### config.mk
export PLATFORM = sky130hd
export DESIGN_NAME = tid_scan
export DESIGN_NICKNAME = d
export VERILOG_FILES = /design/src/hw/rtl/tid_pkg.sv /design/src/hw/rtl/tid_scan.sv
export SDC_FILE = /design/constraint.sdc
export NUM_CORES = 1
export LEC_CHECK = 0
export ABC_AREA = 1
export BUFFER_PORTS_ARGS = -buffer_cell sky130_fd_sc_hd__clkbuf_2
export CORE_UTILIZATION = 50
export CTS_CLUSTER_DIAMETER = 50
export DETAILED_ROUTE_END_ITERATION = 10
export PLACE_DENSITY = 0.8
export SLEW_MARGIN = 20
export SYNTH_ARGS = -nofsm -noshare
export SYNTH_HDL_FRONTEND = slang
export SYNTH_SLANG_ARGS = --single-unit
### constraint.sdc
create_clock -name clk -period 3.35 [get_ports clk]
set_clock_uncertainty 0.1 [all_clocks]
set_input_delay 0.67 -clock clk [delete_from_list [all_inputs] [get_ports clk]]
set_output_delay 0.67 -clock clk [all_outputs]
set_load 0.02 [all_outputs]
### src/hw/rtl/tid_pkg.sv
// Shared types and constants for the tile image difference block.
// No dependencies; imported by every module of the block.
package tid_pkg;

  localparam int MAX_WIDTH_DEF  = 4096;
  localparam int MAX_HEIGHT_DEF = 4096;
  localparam int MAX_TILE_DEF   = 64;

  localparam int CFG_INDEX_W = 2;
  localparam int CFG_DATA_W  = 13;
  localparam int TILE_CFG_W  = 7;
  localparam int IMG_CFG_W   = 13;
  localparam int PIX_W       = 8;
  localparam int COORD_W     = 12;

  localparam logic [CFG_INDEX_W-1:0] REG_TILE_WIDTH   = 2'd0;
  localparam logic [CFG_INDEX_W-1:0] REG_TILE_HEIGHT  = 2'd1;
  localparam logic [CFG_INDEX_W-1:0] REG_IMAGE_WIDTH  = 2'd2;
  localparam logic [CFG_INDEX_W-1:0] REG_IMAGE_HEIGHT = 2'd3;

  localparam logic [TILE_CFG_W-1:0] TILE_WIDTH_RST   = 7'd3;
  localparam logic [TILE_CFG_W-1:0] TILE_HEIGHT_RST  = 7'd3;
  localparam logic [IMG_CFG_W-1:0]  IMAGE_WIDTH_RST  = 13'd640;
  localparam logic [IMG_CFG_W-1:0]  IMAGE_HEIGHT_RST = 13'd480;

  typedef struct packed {
    logic [TILE_CFG_W-1:0] tile_width;
    logic [TILE_CFG_W-1:0] tile_height;
    logic [IMG_CFG_W-1:0]  image_width;
    logic [IMG_CFG_W-1:0]  image_height;
  } cfg_t;

  // Per-pixel step info handed from the scan counters to the band stage.
  typedef struct packed {
    logic [COORD_W-1:0] tile_x;
    logic [COORD_W-1:0] tile_y;
    logic               seg_end;   // pixel closes a row segment of its tile
    logic               emit;      // pixel closes the whole tile
    logic               use_band;  // merge with the flag of earlier tile rows
    logic               seg_flag;  // difference seen in this segment so far
    logic               last;      // final tile of the frame
  } step_t;

endpackage

### src/hw/rtl/tid_scan.sv
// Raster scan counters and per-pixel difference detect.
// Depends on tid_pkg; feeds step info and tile column index to tid_band.
module tid_scan
  import tid_pkg::*;
#(
  parameter int MAX_WIDTH  = MAX_WIDTH_DEF,
  parameter int MAX_HEIGHT = MAX_HEIGHT_DEF,
  parameter int MAX_TILE   = MAX_TILE_DEF
) (
  input  logic                         clk,
  input  logic                         rst,
  input  cfg_t                         cfg,
  input  logic                         accept,
  input  logic [6*PIX_W-1:0]           pixels,
  output step_t                        step,
  output logic [$clog2(MAX_WIDTH)-1:0] col_idx
);

  localparam int WW = $clog2(MAX_WIDTH);
  localparam int HW = $clog2(MAX_HEIGHT);
  localparam int TB = $clog2(MAX_TILE);
  localparam int WD = WW + 1;
  localparam int HD = HW + 1;
  localparam int TD = TB + 1;

  logic [WW-1:0] pixel_column, pixel_column_next;
  logic [HW-1:0] pixel_row, pixel_row_next;
  logic [TB-1:0] column_in_tile, column_in_tile_next;
  logic [TB-1:0] row_in_tile, row_in_tile_next;
  logic [WW-1:0] tile_column_count, tile_column_count_next;
  logic [HW-1:0] tile_row_count, tile_row_count_next;
  logic          segment_flag;

  logic [TD-1:0] tw, th;
  logic [WD-1:0] iw;
  logic [HD-1:0] ih;
  logic          diff, row_end, frame_row_end, seg_end, tile_bottom, seg_flag_new;

  // Out-of-range sizes: zero acts as one, oversize acts as the maximum.
  always_comb begin
    if (cfg.tile_width == '0)                tw = TD'(1);
    else if (32'(cfg.tile_width) > MAX_TILE) tw = TD'(MAX_TILE);
    else                                     tw = TD'(cfg.tile_width);
    if (cfg.tile_height == '0)                th = TD'(1);
    else if (32'(cfg.tile_height) > MAX_TILE) th = TD'(MAX_TILE);
    else                                      th = TD'(cfg.tile_height);
    if (cfg.image_width == '0)                 iw = WD'(1);
    else if (32'(cfg.image_width) > MAX_WIDTH) iw = WD'(MAX_WIDTH);
    else                                       iw = WD'(cfg.image_width);
    if (cfg.image_height == '0)                  ih = HD'(1);
    else if (32'(cfg.image_height) > MAX_HEIGHT) ih = HD'(MAX_HEIGHT);
    else                                         ih = HD'(cfg.image_height);
  end

  always_comb begin
    diff          = pixels[3*PIX_W-1:0] != pixels[6*PIX_W-1:3*PIX_W];
    row_end       = (WD'(pixel_column) + WD'(1)) >= iw;
    frame_row_end = (HD'(pixel_row) + HD'(1)) >= ih;
    seg_end       = row_end || ((TD'(column_in_tile) + TD'(1)) >= tw);
    tile_bottom   = frame_row_end || ((TD'(row_in_tile) + TD'(1)) >= th);
    seg_flag_new  = (column_in_tile == '0) ? diff : (segment_flag || diff);

    step.tile_x   = COORD_W'(tile_column_count);
    step.tile_y   = COORD_W'(tile_row_count);
    step.seg_end  = seg_end;
    step.emit     = seg_end && tile_bottom;
    step.use_band = row_in_tile != '0;
    step.seg_flag = seg_flag_new;
    step.last     = row_end && frame_row_end;
    col_idx       = tile_column_count;
  end

  always_comb begin
    pixel_column_next      = pixel_column;
    pixel_row_next         = pixel_row;
    column_in_tile_next    = column_in_tile;
    row_in_tile_next       = row_in_tile;
    tile_column_count_next = tile_column_count;
    tile_row_count_next    = tile_row_count;
    if (row_end) begin
      pixel_column_next      = '0;
      column_in_tile_next    = '0;
      tile_column_count_next = '0;
      if (frame_row_end) begin
        pixel_row_next      = '0;
        row_in_tile_next    = '0;
        tile_row_count_next = '0;
      end else begin
        pixel_row_next = pixel_row + HW'(1);
        if (tile_bottom) begin
          row_in_tile_next    = '0;
          tile_row_count_next = tile_row_count + HW'(1);
        end else begin
          row_in_tile_next = row_in_tile + TB'(1);
        end
      end
    end else begin
      pixel_column_next = pixel_column + WW'(1);
      if (seg_end) begin
        column_in_tile_next    = '0;
        tile_column_count_next = tile_column_count + WW'(1);
      end else begin
        column_in_tile_next = column_in_tile + TB'(1);
      end
    end
  end

  always_ff @(posedge clk) begin
    if (rst) begin
      pixel_column      <= '0;
      pixel_row         <= '0;
      column_in_tile    <= '0;
      row_in_tile       <= '0;
      tile_column_count <= '0;
      tile_row_count    <= '0;
      segment_flag      <= 1'b0;
    end else if (accept) begin
      pixel_column      <= pixel_column_next;
      pixel_row         <= pixel_row_next;
      column_in_tile    <= column_in_tile_next;
      row_in_tile       <= row_in_tile_next;
      tile_column_count <= tile_column_count_next;
      tile_row_count    <= tile_row_count_next;
      segment_flag      <= seg_flag_new;
    end
  end

endmodule

# ---- After elaboration in Yosys (flattened, before gate mapping)
# Cells that the tools add are included.
dict set report op_classes {
  reduce_logical 16
  muxes 19
  n_addsub 10
  order_cmp 8
  eq_ne 1
}
# cell n
set ops {}
lappend ops {{$mux 12} 6}
lappend ops {{$mux 13} 4}
lappend ops {{$add 12x1->12 const B} 4}
lappend ops {{$mux 7} 4}
lappend ops {{$add 12x1->13 const B} 2}
lappend ops {{$ge 13x13->1} 2}
lappend ops {{$gt 13x13->1 const B} 2}
lappend ops {{$logic_not 13->1} 2}
lappend ops {{$mux 6} 4}
lappend ops {{$ne 24x24->1} 1}
lappend ops {{$add 6x1->7 const B} 2}
lappend ops {{$ge 7x7->1} 2}
lappend ops {{$gt 7x7->1 const B} 2}
lappend ops {{$logic_not 7->1} 2}
lappend ops {{$add 6x1->6 const B} 2}
lappend ops {{$logic_not 6->1} 1}
lappend ops {{$reduce_bool 6->1} 1}
lappend ops {{$reduce_and 2->1} 2}
lappend ops {{$reduce_bool 2->1} 2}
lappend ops {{$logic_or 1x1->1} 3}
lappend ops {{$reduce_and 3->1} 1}
lappend ops {{$logic_and 1x1->1} 2}
lappend ops {{$mux 1} 1}
dict set report totals {
  input_bits 91
  wordCells 61
  register_bits 61
  output_inout_bits 41
}

# ---- Longest topological paths before layout
dict set report logic_depth {
  depth_word 7
  ltp_mapped 23
}

# ---- Least setup slack after synthesis
# Ideal clock, no wire load.
dict set report synth_path {
  path_type {in2out}
  start {in cfg[0] (netlist bit)}
  end {out step[0] (netlist bit)}
  path_slack_ns -0.090
  required_time_ns 2.580
  path_buffers 1
  path_stages 14
  arrival_time_ns 2.670
  cell_sequence {nor4_1 nand3_1 nand2_1 nand2_1 ha_1 nand2_1 nor2_1 nand2_1 clkinv_1 nand2_1 nand3_2 inv_2 buf_2 nor2_1}
}
# item line
set synth_lines {}
lappend synth_lines {{from (decl)} tid_scan.sv:12} ;# input cfg_t cfg,
lappend synth_lines {{to (decl)} tid_scan.sv:15} ;# output step_t step,

==> Flow_metrics.wiki <==
{| class="wikitable"
! Metric !! Value
|-
| Outcome || finished with violations
|-
| Violated checks || setup timing
|-
| Post-detailed-route via-to-cell ratio || 5.11
|-
| Data required time of the worst path || 2.58 ns
|-
| Setup-violating endpoint count in the final report || 4
|-
| Grt total ovfl || 0
|-
| Worst max-slew margin expressed relative to the limit || 0.677
|-
| Net count after synthesis || 948
|-
| Root cell of the clock tree || sky130_fd_sc_hd__clkbuf_8
|-
| Fraction of registers with async set or reset after synthesis || 0
|-
| Clk_lat worst skew || 0.35 ns
|-
| Ranking of synthesized cells by area || sky130_fd_sc_hd__dfxtp_1 23%, sky130_fd_sc_hd__nand2_1 15%, sky130_fd_sc_hd__ha_1 11%, sky130_fd_sc_hd__nor2_1 8.4%, sky130_fd_sc_hd__inv_1 6.2%
|-
| Number of optimization iterations in the first detailed-route pass || 5
|-
| Number of antenna violations at the first check in global routing || 0
|-
| Worst Path Arrival || 2.77 ns
|-
| Pint || 0.00141 W
|-
| IO Count || 132
|-
| EDFF count, synth || 0
|-
| Synthesized instance count || 809
|-
| Relative contribution of combinational cells to total power || 0.324
|-
| Clock tree from TritonCTS || yes
|-
| Filler cell count in the final layout || 841
|-
| Biggest area consumer among synthesized cells || sky130_fd_sc_hd__dfxtp_1
|-
| Via Count || 5929
|-
| CTS Buf Count || 9
|-
| Library cells used by synthesis || 38
|-
| Register-to-Register Path Depth || 26
|-
| Area occupied by multi-input gates || 3970 µm²
|-
| Bufs and invs on worst path || 3
|-
| P per Cell Area || 296 nW/µm²
|-
| Die Y-Extent || 105 µm
|-
| Portion of the post-synthesis area used by sequential elements || 0.231
|-
| Netlist Area Pre-Place || 5290 µm²
|-
| Vias in the first global route || 5468
|-
| Slew @ Worst Pin || 0.485 ns
|-
| Fin crit period || 3.54 ns
|-
| Core occupancy in the finished layout || 0.719
|-
| Largest fanout on the critical path || 4
|-
| Cell family with most CP delay || simple AND/OR/NAND/NOR gates
|-
| Depth of the CTS H-tree || 3
|-
| Synthesis-stage register bit count || 61
|-
| Final #Nets || 1158
|-
| Hold depth || 2
|-
| Critical path class || reg2out
|-
| Ordered list of cells on the worst path || nand2_2 -> nor2_2 -> nand4_1 -> buf_4 -> nor2_4 -> xor2_2 -> ha_1 -> nand2_2 -> nor2_4 -> nand2_2 -> nor2_2 -> nor2_2 -> nand3_4 -> inv_4 -> nor2_4 -> buf_8
|-
| Stages on the worst setup path || 16
|-
| Overall die area || 11000 µm²
|-
| DRC viols || 0
|-
| Area share of the largest cell type after synthesis || 0.231
|-
| Number of hold-repair buffers added at the cts stage || 0
|-
| Startpoint type of the worst setup path || flop
|-
| Share of the clock period used by the worst path after layout || 1.06
|-
| Initial DRC Count || 277
|-
| Critical path capture point type || primary output
|-
| Syn-to-layout area delta || 39.6%
|-
| Internal reg-to-reg setup slack || -0.13 ns
|-
| Net switching component of the power || 0.000778 W
|-
| Part of the power in the clock network || 0.307
|-
| Cell leakage power || 3.69 nW
|-
| CP peak stage delay || 0.45 ns
|-
| Synthesized area per cell || 6.54 µm²
|-
| Max-Cap Viols || 0
|-
| Commonest cells in the netlist || 208 x sky130_fd_sc_hd__nand2_1, 119 x sky130_fd_sc_hd__nor2_1, 88 x sky130_fd_sc_hd__inv_1, 61 x sky130_fd_sc_hd__dfxtp_1, 59 x sky130_fd_sc_hd__nand3_1
|-
| Setup slack of the critical path after layout || -0.189 ns
|-
| Switching fraction of total power || 0.355
|-
| TritonCTS sink count || 61
|-
| Share of cells above drive strength 1 || 0.363
|-
| Sequential Area || 1240 µm²
|-
| Placed wire-length estimate after detailed placement || 10.0 mm
|-
| Buffers added on ports || 131
|-
| Pins over their slew limit || 0
|-
| Chip width || 105 µm
|-
| Placed Area || 6310 µm²
|-
| Row count || 37
|-
| Cell with the most instances after synthesis || sky130_fd_sc_hd__nand2_1
|-
| Maximum number of pins on one net before global-route repair || 22
|-
| Sequential cell fraction of total power || 0.370
|-
| Global routing usage summed across all routing layers || 0.259
|-
| Core outline area || 10300 µm²
|-
| Final design instance area without fill || 7380 µm²
|-
| Post-CTS clock slew at the launch and capture registers of the worst setup and hold paths || 0.08 ns
|-
| VDD IR max || 254 µV
|-
| Setup repair after global routing missed its margin || true
|-
| Main flop type after synthesis || sky130_fd_sc_hd__dfxtp_1
|-
| Type of the tightest min-delay check || reg2reg
|-
| Count of yosys warnings during synthesis || 0
|-
| Clock tree buffer depth || 2
|-
| Final routed wire length divided by cell count || 13.1 µm
|-
| Slowest cell on the critical path || sky130_fd_sc_hd__dfxtp_1
|-
| Final estimated routing congestion in global placement || 0.849
|-
| Initial core utilization || 0.515
|-
| Maximum achievable frequency || 283 MHz
|-
| Remaining antenna violation count || 0
|-
| Wire length of the first global-routing pass || 23.4 mm
|-
| DRT Wirelength || 15.2 mm
|-
| Hold violation count in the final report || 0
|-
| Antenna cells || 0
|}
==> power by group through the flow <==
stage          Combinational, W  Sequential, W  Clock, W
2_1_floorplan          0.000393       0.000828         0
3_3_place_gp           0.000595       0.000817         0
3_5_place_dp           0.000607       0.000817         0
4_1_cts                0.000662       0.000805  0.000676
5_1_grt                0.000775       0.000814  0.000715
6_report               0.000709       0.000810  0.000671
==> worst register-to-register path, delay by kind of cell (launching register included) <==
kind	cells	cell delay, ns
and+or+nand+nor	7	0.59
DFF	1	0.37
buffers and inverters	17	2.01
adders and majority gates	1	0.14
xor gates and xnor gates	1	0.17
==> layer usage <==
layer  global-route usage  up-vias  routed length [µm]
li1                     -     3007                   -
met1                0.297     2690                6160
met2                0.481      195                8000
met3               0.0462       37                 660
met4               0.0875        0                 357
met5                    0        -                   0
==> registers in the layout, indices dropped and copies added (netlist names) <==
name and cells:
col_idx 12, column_in_tile 6, pixel_column 12, pixel_row 12, row_in_tile 6, segment_flag 1
tile_row_count 12
==> timing repair <==
item	CTS	global route
setup endpoints to repair	3	17
buffers inserted	37	11
gates cloned	1	0
pin swaps	33	42
gates resized for setup	59	65
==> path summary, 6_finish.rpt <==
| path | startpoint | to |
|---|---|---|
| max reg2reg | pixel_row[0] | pixel_row[10] |
| min reg2reg | column_in_tile[5] | column_in_tile[5] |
| max | pixel_row[2] | step[0] |
| min | column_in_tile[5] | column_in_tile[5] |
==> through the flow <==
stage / TNS (ns) / power [W] / setup slack, ns / hold WS (ns) / std cells
floorplan: -0.00156 / 0.00122 / -0.00156 / 0.345 / 809
global placement: -0.263 / 0.00141 / -0.145 / 0.357 / 1097
detailed placement: -0.433 / 0.00142 / -0.177 / 0.372 / 1097
CTS: -0.363 / 0.00214 / -0.158 / 0.383 / 1151
global route: -1.25 / 0.00230 / -0.350 / 0.417 / 1160
finish: -0.533 / 0.00219 / -0.189 / 0.390 / 1160
==> area by class of cell <==
class	count	share of cell area
tap	136	0.0230
inverter	96	0.0491
multi-input combinational	624	0.538
sequential	61	0.168
clock buffer	9	0.0168
clock inverter	7	0.0100
timing repair buffer	227	0.195
==> cells by family after synthesis <==
| kind of cell | share of synthesized area |
|---|---|
| DFF | 0.231 |
| buffers and inverters | 0.105 |
| xor gates and xnor gates | 0.0894 |
| AOI/OAI and AO/OA | 0.0854 |
| and+or+nand+nor | 0.376 |
| adders and majority gates | 0.114 |
==> layout by cell type, fill, tap and decap left out, types with 7 or more instances in the layout <==
master	count
sky130_fd_sc_hd__a21oi_1	22
sky130_fd_sc_hd__buf_4	92
sky130_fd_sc_hd__clkbuf_2	128
sky130_fd_sc_hd__clkbuf_8	9
sky130_fd_sc_hd__dfxtp_1	52
sky130_fd_sc_hd__ha_1	42
sky130_fd_sc_hd__inv_1	81
sky130_fd_sc_hd__inv_2	14
sky130_fd_sc_hd__nand2_1	189
sky130_fd_sc_hd__nand2_2	18
sky130_fd_sc_hd__nand2_4	8
sky130_fd_sc_hd__nand3_1	51
sky130_fd_sc_hd__nand3_2	7
sky130_fd_sc_hd__nand4_1	9
sky130_fd_sc_hd__nor2_1	104
sky130_fd_sc_hd__nor2_2	8
sky130_fd_sc_hd__nor2_4	17
sky130_fd_sc_hd__nor3_1	13
sky130_fd_sc_hd__nor3_2	7
sky130_fd_sc_hd__o21ai_0	21
sky130_fd_sc_hd__o21ai_1	9
sky130_fd_sc_hd__xnor2_1	18
sky130_fd_sc_hd__xor2_1	29
(Power assumes the default switching activity.)
