`config.mk`:
```
export PLATFORM = sky130hd
export DESIGN_NAME = tid_cfg_regs
export DESIGN_NICKNAME = d
export VERILOG_FILES = /design/src/hw/rtl/tid_pkg.sv /design/src/hw/rtl/tid_cfg_regs.sv
export SDC_FILE = /design/constraint.sdc
export NUM_CORES = 1
export LEC_CHECK = 0
export BUFFER_PORTS_ARGS = -buffer_cell sky130_fd_sc_hd__buf_2
export CAP_MARGIN = 25
export CORE_ASPECT_RATIO = 1.4
export CORE_MARGIN = 4
export CORE_UTILIZATION = 48
export CTS_CLUSTER_SIZE = 8
export DETAILED_ROUTE_END_ITERATION = 7
export MAX_ROUTING_LAYER = met4
export PLACE_DENSITY = 0.76
export SLEW_MARGIN = 20
export SYNTH_ARGS = -nofsm -noshare
export SYNTH_HDL_FRONTEND = slang
export SYNTH_SLANG_ARGS = --single-unit
```
`constraint.sdc`:
```
create_clock -name clk -period 0.98 [get_ports clk]
set_input_delay 0.098 -clock clk [delete_from_list [all_inputs] [get_ports clk]]
set_output_delay 0.098 -clock clk [all_outputs]
set_load 0.005 [all_outputs]
```
`src/hw/rtl/tid_pkg.sv`:
```
// Shared types and constants for the tile image difference block.
// No dependencies; imported by every module of the block.
package tid_pkg;

  localparam int MAX_WIDTH_DEF  = 4096;
  localparam int MAX_HEIGHT_DEF = 4096;
  localparam int MAX_TILE_DEF   = 64;

  localparam int CFG_INDEX_W = 2;
  localparam int CFG_DATA_W  = 13;
  localparam int TILE_CFG_W  = 7;
  localparam int IMG_CFG_W   = 13;
  localparam int PIX_W       = 8;
  localparam int COORD_W     = 12;

  localparam logic [CFG_INDEX_W-1:0] REG_TILE_WIDTH   = 2'd0;
  localparam logic [CFG_INDEX_W-1:0] REG_TILE_HEIGHT  = 2'd1;
  localparam logic [CFG_INDEX_W-1:0] REG_IMAGE_WIDTH  = 2'd2;
  localparam logic [CFG_INDEX_W-1:0] REG_IMAGE_HEIGHT = 2'd3;

  localparam logic [TILE_CFG_W-1:0] TILE_WIDTH_RST   = 7'd3;
  localparam logic [TILE_CFG_W-1:0] TILE_HEIGHT_RST  = 7'd3;
  localparam logic [IMG_CFG_W-1:0]  IMAGE_WIDTH_RST  = 13'd640;
  localparam logic [IMG_CFG_W-1:0]  IMAGE_HEIGHT_RST = 13'd480;

  typedef struct packed {
    logic [TILE_CFG_W-1:0] tile_width;
    logic [TILE_CFG_W-1:0] tile_height;
    logic [IMG_CFG_W-1:0]  image_width;
    logic [IMG_CFG_W-1:0]  image_height;
  } cfg_t;

  // Per-pixel step info handed from the scan counters to the band stage.
  typedef struct packed {
    logic [COORD_W-1:0] tile_x;
    logic [COORD_W-1:0] tile_y;
    logic               seg_end;   // pixel closes a row segment of its tile
    logic               emit;      // pixel closes the whole tile
    logic               use_band;  // merge with the flag of earlier tile rows
    logic               seg_flag;  // difference seen in this segment so far
    logic               last;      // final tile of the frame
  } step_t;

endpackage

```
`src/hw/rtl/tid_cfg_regs.sv`:
```
// Configuration register file for the tile image difference block.
// Depends on tid_pkg.
module tid_cfg_regs
  import tid_pkg::*;
(
  input  logic                   clk,
  input  logic                   rst,
  input  logic                   cfg_valid,
  output logic                   cfg_ready,
  input  logic [CFG_INDEX_W-1:0] cfg_index,
  input  logic [CFG_DATA_W-1:0]  cfg_data,
  output cfg_t                   cfg
);

  assign cfg_ready = 1'b1;

  always_ff @(posedge clk) begin
    if (rst) begin
      cfg.tile_width   <= TILE_WIDTH_RST;
      cfg.tile_height  <= TILE_HEIGHT_RST;
      cfg.image_width  <= IMAGE_WIDTH_RST;
      cfg.image_height <= IMAGE_HEIGHT_RST;
    end else if (cfg_valid) begin
      unique case (cfg_index)
        REG_TILE_WIDTH:   cfg.tile_width   <= cfg_data[TILE_CFG_W-1:0];
        REG_TILE_HEIGHT:  cfg.tile_height  <= cfg_data[TILE_CFG_W-1:0];
        REG_IMAGE_WIDTH:  cfg.image_width  <= cfg_data[IMG_CFG_W-1:0];
        REG_IMAGE_HEIGHT: cfg.image_height <= cfg_data[IMG_CFG_W-1:0];
      endcase
    end
  end

endmodule

```
* After elaboration in Yosys (flattened, before gate mapping)
Cells that the tools add are included.
** Operators by class
- Equal/unequal tests :: 3
- Reductions and logical operators :: 5
** Operators by type and width (number)
- $reduce_and 2->1 :: 4
- $eq 2x2->1 const B :: 2
- $eq 2x1->1 const B :: 1
- $logic_not 2->1 :: 1
** Word-level totals
- Flip-flop bits (word level) :: 40
- Input port bits :: 18
- Output and inout port bits :: 41
- Word-level logic and storage cells :: 12

* Logic depth before layout (Yosys ltp)
Gate-level depths: netlist (run 1).
- Word-level depth :: 2
- Depth in mapped cells :: 4
- Mapped depth without buffers :: 2

* Least setup slack after synthesis (run 1)
Ideal clock, no wire load.
- Path type :: input -> register
- Start :: input port cfg_index[1]
- End :: register cfg[33] in the netlist's numbering
- Library setup time :: 0.121 ns
- Arrival :: 0.723 ns
- Required time :: 0.859 ns
- Slack :: 0.136 ns
- Stages on the path :: 3
- Buffers on the path :: 1
- Path through :: or3b_1 -> buf_6 -> mux2i_1
** Between the ends
- Longest elaborated chain between the ends :: 2
** Ends and longest elaborated chain
- from (decl) :: RTL line tid_cfg_regs.sv:10 : input logic [CFG_INDEX_W-1:0] cfg_index,
- $logic_not 2->1 :: RTL line tid_cfg_regs.sv:24 : unique case (cfg_index)
- $reduce_and 2->1 (no line)
- to (decl) :: RTL line tid_cfg_regs.sv:12 : output cfg_t cfg
No other way between the ends.
A chain may end at the register's enable or synchronous reset.

* Worst setup path in the final report (run 1)
- Start :: register cfg[29] in the netlist's numbering
- End :: output port cfg[29] in the netlist's numbering
No word-level cell between the ends.

==> flow_summary.yaml, run 1 <==
synth:
  synth.net_count: 177
  synth.top_cells.by_count: "42 x nand2b_1, 40 x dfxtp_1, 40 x mux2i_1"
  postSynthCellCount: 159
  synth-edff-count: 0
  synth_ff_type: "dfxtp_1"
  ys_ff_latch: 40
  netlist.area_leader.share: 0.4852
  synth_top_area_cell: "dfxtp_1"
  yosysWarnings: 0
  yosysSeqAreaShare: 0.4852
  synth_cell_types: 14
  syn-cell-area_mm2: 0.001650
  synthTopCellsByArea: "dfxtp_1 49%, mux2i_1 24%, nand2b_1 16%, nor2_1 3.9%, clkbuf_1 1.6%"
  async_flop_share: 0
  yosysMostFrequentCell: "nand2b_1"
  synth.avg_cell_area_um2: 10.38
layout:
  fin_util: 0.6526
  largest_register_ffs: 40
  nets: 237
  fillCellCount: 300
  fin_cells: 258
  top_register: "cfg"
  drive_gt1_frac: 0.3379
  top_regs: "cfg: 40 flops"
  num_antenna_cells: 0
  area_delta_synth_final_pct: 27.07
detailed_routing:
  vias: 1262
  routed_wl_um: 3616
  viasPerCell: 4.891
  antenna_left: 0
  firstDrtPassIters: 2
  drcViolationCount: 0
  drt_iter0_drc: 21
  wire_per_inst_um: 14.02
die:
  die_height_um: 77.38
  start_util: 0.5136
  ioPinCount: 59
  die_w_um: 57.56
  dieArea_mm2: 0.004454
  core-area_mm2: 0.003213
  num_rows: 24
run_status:
  status: "finished, final reports clean"
pwr:
  p_int_mw: 2.350
  ir_drop_v: 0.001039
  cellPowerDensity_mw_per_mm2: 1455
  power_frac_clock: 0.327
  combinationalPowerShare: 0.112
  p_sw_mw: 0.7005
  p_leak_nw: 1.033
  power_frac_seq: 0.561
  switching_share: 0.2296
placed_design:
  hpwl_um: 2805
  dp_slack_ps: -28.78
  dp_cells: 251
  portBuffers: 57
  gp_congestion: 0.7433
worst_setup_path:
  cp_slowest_cell: "dfxtp_1"
  end_kind: "output pin"
  startpoint_type: "register"
  critical_path.max_stage_delay_ps: 350
  cp_num_buf_inv: 1
  crit_arrival_ps: 760
  path_cells: "buf_2"
  cp_max_fo: 2
  crit_family: "flip-flops"
  worstSetupPathType: "reg -> out"
  cp_data_required_time_ps: 880
run:
  drv_cap: 0
timing:
  maxSlewViolCount: 0
  setup_violations: 0
  fin_crit_sh: 0.8708
  post-route-min-period_ps: 853.4
  layout_setup_ws_ps: 126.6
  skew_ps: 0
  rsz0062_at_grt: "false"
  max_freq_mhz: 1172
  finalHoldViolCount: 0
clock_tree:
  post_cts_resized: 0
  clock_sinks: 40
  clkLatencyLatePin_ps: 280
  cts_tree: "yes"
  path_clk_slew_ps: 70
  h-tree-depth: 2
  clock_path_buffers: 2
  ctsHoldBuffers: 0
  cts_post_setup_buffers_inserted: 0
  cts_root_buf: "clkbuf_8"
  cts_made_buffers: 5
global_routing:
  grt_pass1_vias: 1299
  grt_remaining_overflow: 0
  grt_max_degree: 33
  antenna_found_initial: 0
  grtUsageTotal: 0.1735
  grt_pass1_wl_um: 5871
hold_path:
  hp-class: "in -> reg"
final timing paths:
| check | slack, ps | end | depth (start not counted) | from |
|---|---|---|---|---|
| max | 130 | cfg[29] | 1 | cfg[29] |
| min | 80 | cfg[20] | 3 | cfg_data[7] |
| max reg2reg | 350 | cfg[10] | 2 | cfg[10] |
| min reg2reg | 470 | cfg[36] | 2 | cfg[36] |
metal layers:
| layer | share of wire | global-route usage | vias up | routed length, um |
|---|---|---|---|---|
| met4 | 0.012 | 0.05568 | 0 | 43 |
| met3 | 0.051 | 0.04983 | 7 | 185 |
| met2 | 0.56 | 0.3167 | 33 | 2017 |
| met1 | 0.38 | 0.1721 | 586 | 1369 |
| li1 | - | - | 636 | - |
| met5 | 0 | - | - | 0 |
power by group through the flow:
stage	registers (mW)	clock network, mW	logic, mW
4_1_cts	1.71	1.03	0.349
5_1_grt	1.72	1.10	0.377
2_1_floorplan	1.75	0	0.181
3_3_place_gp	1.75	0	0.334
3_5_place_dp	1.75	0	0.347
6_report	1.71	0.996	0.342
layout make-up:
| cell class | instances | area (um2) | area share |
|---|---|---|---|
| flip-flops and latches | 40 | 800.8 | 0.3819 |
| clock buffers | 6 | 72.57 | 0.03461 |
| repair buffers | 65 | 382.9 | 0.1826 |
| well taps | 39 | 48.80 | 0.02327 |
| clock inverters | 1 | 5.005 | 0.002387 |
| multi-input cells | 107 | 787.0 | 0.3753 |
per-stage QoR:
step | total power, mW | TNS (ps) | instance area [um2] | hold WS, ps
floorplan | 1.934 | 0 | 1650 | 253.3
global placement | 2.081 | -23.02 | 2019 | 360.2
detailed placement | 2.096 | -169.5 | 2019 | 381.0
CTS | 3.093 | 0 | 2097 | 81.71
global route | 3.193 | 0 | 2097 | 93.84
finish | 3.051 | 0 | 2097 | 84.67
cells in the final DEF, fill, tap and decap left out:
master,instances
nor2_1,17
and3b_2,2
nand2b_1,42
nand3_1,1
clkinv_2,1
buf_4,5
and3_2,1
dfxtp_1,40
clkbuf_8,5
conb_1,1
clkbuf_1,1
mux2i_1,40
buf_2,57
or3b_1,1
buf_12,3
nand3b_1,2
cell families after synthesis:
group                  Yosys count  synth area share
AND/OR/NAND/NOR                 66            0.2320
flip-flops                      40            0.4852
other                            1          0.002272
multiplexers                    40            0.2426
buffers and inverters           12           0.03791
Note: power is estimated with default switching activity, not from simulation.
==> run 2: changes to the inputs <==
--- a/config.mk
+++ b/config.mk
@@ -9,11 +9,12 @@
 export CAP_MARGIN = 25
 export CORE_ASPECT_RATIO = 1.4
 export CORE_MARGIN = 4
-export CORE_UTILIZATION = 48
+export CORE_UTILIZATION = 51
+export CTS_BUF_LIST = sky130_fd_sc_hd__clkbuf_8
 export CTS_CLUSTER_SIZE = 8
 export DETAILED_ROUTE_END_ITERATION = 7
 export MAX_ROUTING_LAYER = met4
-export PLACE_DENSITY = 0.76
+export PLACE_DENSITY = 0.8
 export SLEW_MARGIN = 20
 export SYNTH_ARGS = -nofsm -noshare
 export SYNTH_HDL_FRONTEND = slang
==> run 2 against run 1 <==
Net effect:
- first-iteration DRC count up 24%
- clock-buffer cell count grew 1
- die area decreased by 5.2%
- cell count down 0.78%
- sequential power is essentially flat
- critical path type unchanged
- critical endpoint is now cfg[33]
- largest cell class unchanged
==> flow_summary.yaml, run 2 (same netlist as run 1, synthesis figures left out) <==
layout:
  drive_gt1_frac: 0.3364
  design_area_mm2: 0.002078
  largest_register_ffs: 40
  layout_common_cells: "56 x buf_2, 42 x nand2b_1, 40 x mux2i_1, 40 x dfxtp_1, 17 x nor2_1"
  fin_util: 0.6655
  top_register: "cfg"
  final-seq-area_um2: 800.8
  top_regs: "cfg: 40 flops"
  nets: 235
  layout_commonest_cell: "buf_2"
  fillCellCount: 282
  fin_cells: 256
  multi_input_area_um2: 787.0
  num_antenna_cells: 0
  area_delta_synth_final_pct: 25.93
timing:
  maxSlewViolCount: 0
  finalHoldViolCount: 0
  post-route-min-period_ps: 860.8
  setup_violations: 0
  max_freq_mhz: 1162
  rsz0062_at_grt: "false"
  layout_setup_ws_ps: 119.2
  hold_ws_ps: 95.78
  skew_ps: 0
  fin_crit_sh: 0.8783
worst_setup_path:
  cp_slowest_cell: "dfxtp_1"
  end_kind: "output pin"
  crit_family: "flip-flops"
  startpoint_type: "register"
  worstSetupPathType: "reg -> out"
  path_cells: "buf_2"
  crit_arrival_ps: 760
  cp_num_buf_inv: 1
  cp_data_required_time_ps: 880
  cp_max_fo: 2
  critical_path.max_stage_delay_ps: 350
detailed_routing:
  routed_wl_um: 3555
  vias: 1246
  viasPerCell: 4.867
  drcViolationCount: 0
  wire_per_inst_um: 13.89
  firstDrtPassIters: 4
  antenna_left: 0
  drt_iter0_drc: 26
global_routing:
  grt_pass1_vias: 1268
  grt_remaining_overflow: 0
  grtUsageTotal: 0.1830
  use_met3: 0.05254
  antenna_found_initial: 0
  top_usage_layer: "met2"
  grt_pass1_wl_um: 5761
  gr-usage-met1: 0.1937
  grt_max_degree: 60
  use_met2: 0.3121
die:
  die_height_um: 75.31
  start_util: 0.5284
  dieArea_mm2: 0.004223
  core-area_mm2: 0.003123
  num_rows: 24
  die_w_um: 56.08
  ioPinCount: 59
pwr:
  cellPowerDensity_mw_per_mm2: 1539
  p_leak_nw: 1.022
  ir_drop_v: 0.001212
run_status:
  status: "finished, final reports clean"
clock_tree:
  h-tree-depth: 2
  cts_root_buf: "clkbuf_8"
  post_cts_resized: 0
  clkLatencyLatePin_ps: 290
  cts_tree: "yes"
  cts_made_buffers: 5
  cts_post_setup_buffers_inserted: 0
  path_clk_slew_ps: 70
  clock_path_buffers: 2
  clock_sinks: 40
  ctsHoldBuffers: 0
placed_design:
  dp_cells: 249
  hpwl_um: 2654
  dp_slack_ps: -189.9
  portBuffers: 57
  gp_congestion: 0.7104
  placed_area_mm2: 0.001979
run:
  drv_cap: 0
hold_path:
  hp-class: "in -> reg"
==> run 2: cell count changes in the layout (fill, tap and decap cells not counted), sizes merged <==
| cell | previous run | this run |
|---|---|---|
| clkbuf | 6 | 8 |
| buf | 65 | 62 |
| clkinv | 1 | 0 |
==> run 2: worst paths after layout <==
path | startpoint | endpoint | slack, ps | cells after the start
setup / recovery | cfg[33] | cfg[33] | 120 | 1
hold / removal | cfg_data[12] | cfg[12] | 100 | 3
setup reg to reg | cfg[31] | cfg[31] | 300 | 2
hold reg to reg | cfg[4] | cfg[4] | 480 | 2
==> run 2: area by class of cell <==
class / count / area share
well taps: 39 / 0.02348
clock buffers: 7 / 0.04636
repair buffers: 63 / 0.1662
flip-flops and latches: 40 / 0.3853
multi-input cells: 107 / 0.3787
==> run 2: worst register-to-register path, stage by stage (launching register included) <==
cell	delay (ps)
dfxtp_1	330
nand2b_1	70
mux2i_1	190
==> run 2: layer usage <==
metal	up-vias	wire length, um
met4	0	79
li1	629	-
met1	573	1424
met3	9	170
met2	35	1881
met5	-	0
==> run 2: metrics by stage <==
step                TNS (ps)  power, mW
global placement       -2785      2.063
global route               0      3.348
floorplan                  0      1.934
CTS                        0      3.237
detailed placement     -4690      2.076
finish                     0      3.197
==> run 2: power breakdown <==
group / total [mW] / internal, mW / switching (mW)
Combinational: 0.325 / 0.170 / 0.155
Clock: 1.16 / 0.627 / 0.535
Sequential: 1.71 / 1.68 / 0.0284
==> run 3: changes to the inputs <==
--- a/config.mk
+++ b/config.mk
@@ -13,6 +13,7 @@
 export CTS_BUF_LIST = sky130_fd_sc_hd__clkbuf_8
 export CTS_CLUSTER_SIZE = 8
 export DETAILED_ROUTE_END_ITERATION = 7
+export GPL_TIMING_DRIVEN = 0
 export MAX_ROUTING_LAYER = met4
 export PLACE_DENSITY = 0.8
 export SLEW_MARGIN = 20
==> run 3 against run 2 <==
Net effect:
- sequential power about the same
- total power shrank 4.5%
- flip-flop and latch count unchanged
- critical path type unchanged
- sequential share of layout area is 0.40 points higher
- critical path depth unchanged
- clock power down 12%
- fmax is 0.66% higher
==> flow_summary.yaml, run 3 (same netlist as run 1, synthesis figures left out) <==
run_status:
  status: "finished, final reports clean"
die:
  ioPinCount: 59
  die_w_um: 56.08
  start_util: 0.5284
  num_rows: 24
  dieArea_mm2: 0.004223
  core-area_mm2: 0.003123
  die_height_um: 75.31
timing:
  finalHoldViolCount: 0
  layout_setup_ws_ps: 124.9
  skew_ps: 0
  setup_violations: 0
  max_freq_mhz: 1169
  rsz0062_at_grt: "false"
  fin_crit_sh: 0.8726
  maxSlewViolCount: 0
  post-route-min-period_ps: 855.1
worst_setup_path:
  critical_path.max_stage_delay_ps: 350
  crit_family: "flip-flops"
  crit_arrival_ps: 760
  cp_slowest_cell: "dfxtp_1"
  worstSetupPathType: "reg -> out"
  startpoint_type: "register"
  cp_num_buf_inv: 1
  cp_data_required_time_ps: 880
  end_kind: "output pin"
  path_cells: "buf_2"
  cp_max_fo: 2
  rrSetupSlack_ps: 350
placed_design:
  portBuffers: 56
  dp_slack_ps: -46.38
  dp_cells: 254
  gp_congestion: 0.7217
  hpwl_um: 2946
clock_tree:
  clkLatencyLatePin_ps: 290
  cts_root_buf: "clkbuf_8"
  cts_post_setup_buffers_inserted: 0
  h-tree-depth: 2
  path_clk_slew_ps: 70
  ctsHoldBuffers: 0
  post_cts_resized: 0
  clock_path_buffers: 2
  clock_sinks: 40
  cts_tree: "yes"
  cts_made_buffers: 5
detailed_routing:
  viasPerCell: 4.969
  routed_wl_um: 3803
  drt_iter0_drc: 17
  antenna_left: 0
  firstDrtPassIters: 4
  drcViolationCount: 0
  wire_per_inst_um: 14.57
  vias: 1297
pwr:
  ir_drop_v: 0.001288
  switching_share: 0.2395
  power_frac_clock: 0.333
  p_leak_nw: 1.012
  cellPowerDensity_mw_per_mm2: 1484
  p_int_mw: 2.322
  p_sw_mw: 0.7313
  combinationalPowerShare: 0.107
  power_frac_seq: 0.560
run:
  drv_cap: 0
layout:
  fin_cells: 261
  layout_common_cells: "58 x buf_2, 42 x nand2b_1, 40 x mux2i_1, 40 x dfxtp_1, 17 x nor2_1"
  area_delta_synth_final_pct: 24.64
  layout_commonest_cell: "buf_2"
  nets: 240
  top_register: "cfg"
  fillCellCount: 283
  drive_gt1_frac: 0.3153
  num_antenna_cells: 0
  top_regs: "cfg: 40 flops"
  largest_register_ffs: 40
global_routing:
  grt_pass1_wl_um: 6154
  grt_max_degree: 12
  grt_pass1_vias: 1326
  antenna_found_initial: 0
  grtUsageTotal: 0.1971
  grt_remaining_overflow: 0
hold_path:
  hp-class: "in -> reg"
-- run 3: changes by cell type in the layout (fill, tap and decap cells not counted), sizes merged --
cell	change
clkbuf	+4
inv	+1
clkinv	+1
buf	-1
-- run 3: worst register-to-register path, cell delays in order, from the launching register on --
cell and delay [ps]:
dfxtp_1 320, nor2_1 120, mux2i_1 80
-- run 3: final timing paths --
path | from | to | cells past startpoint
max | cfg[24] | cfg[24] | 1
min | cfg_data[8] | cfg[21] | 3
max reg2reg | cfg[20] | cfg[20] | 2
min reg2reg | cfg[37] | cfg[37] | 2
-- run 3: through the flow --
stage | power, mW | TNS, ps | util | cell area [um2] | hold WS (ps)
after floorplan | 1.934 | 0 | - | 1650 | 253.3
after global placement | 2.065 | -140.1 | 0.6338 | 1979 | 366.1
after detailed placement | 2.078 | -440.4 | 0.6338 | 1979 | 380.4
after CTS | 3.090 | 0 | 0.6587 | 2057 | 67.41
after global routing | 3.207 | 0 | 0.6587 | 2057 | 78.82
final | 3.053 | 0 | 0.6587 | 2057 | 76.42
-- run 3: metal layers --
layer	up-vias	track usage	routed length, um
li1	644	-	-
met5	-	-	0
met4	0	0.07124	55
met3	7	0.06271	206
met2	31	0.3576	2141
met1	615	0.2009	1400
-- run 3: power by group through the flow --
stage          registers (mW)  logic, mW  clock network, mW
2_1_floorplan            1.75      0.181                  0
6_report                 1.71      0.327               1.02
3_5_place_dp             1.75      0.329                  0
3_3_place_gp             1.75      0.319                  0
5_1_grt                  1.72      0.359               1.13
4_1_cts                  1.71      0.331               1.05
-- run 3: layout make-up --
type | count | area, um2 | share of cell area
buffer | 12 | 62.56 | 0.03041
timing repair buffer | 56 | 280.3 | 0.1363
sequential | 40 | 800.8 | 0.3893
tap | 39 | 48.80 | 0.02372
clock inverter | 2 | 8.758 | 0.004258
multi-input combinational | 107 | 787.0 | 0.3826
clock buffer | 5 | 68.82 | 0.03346
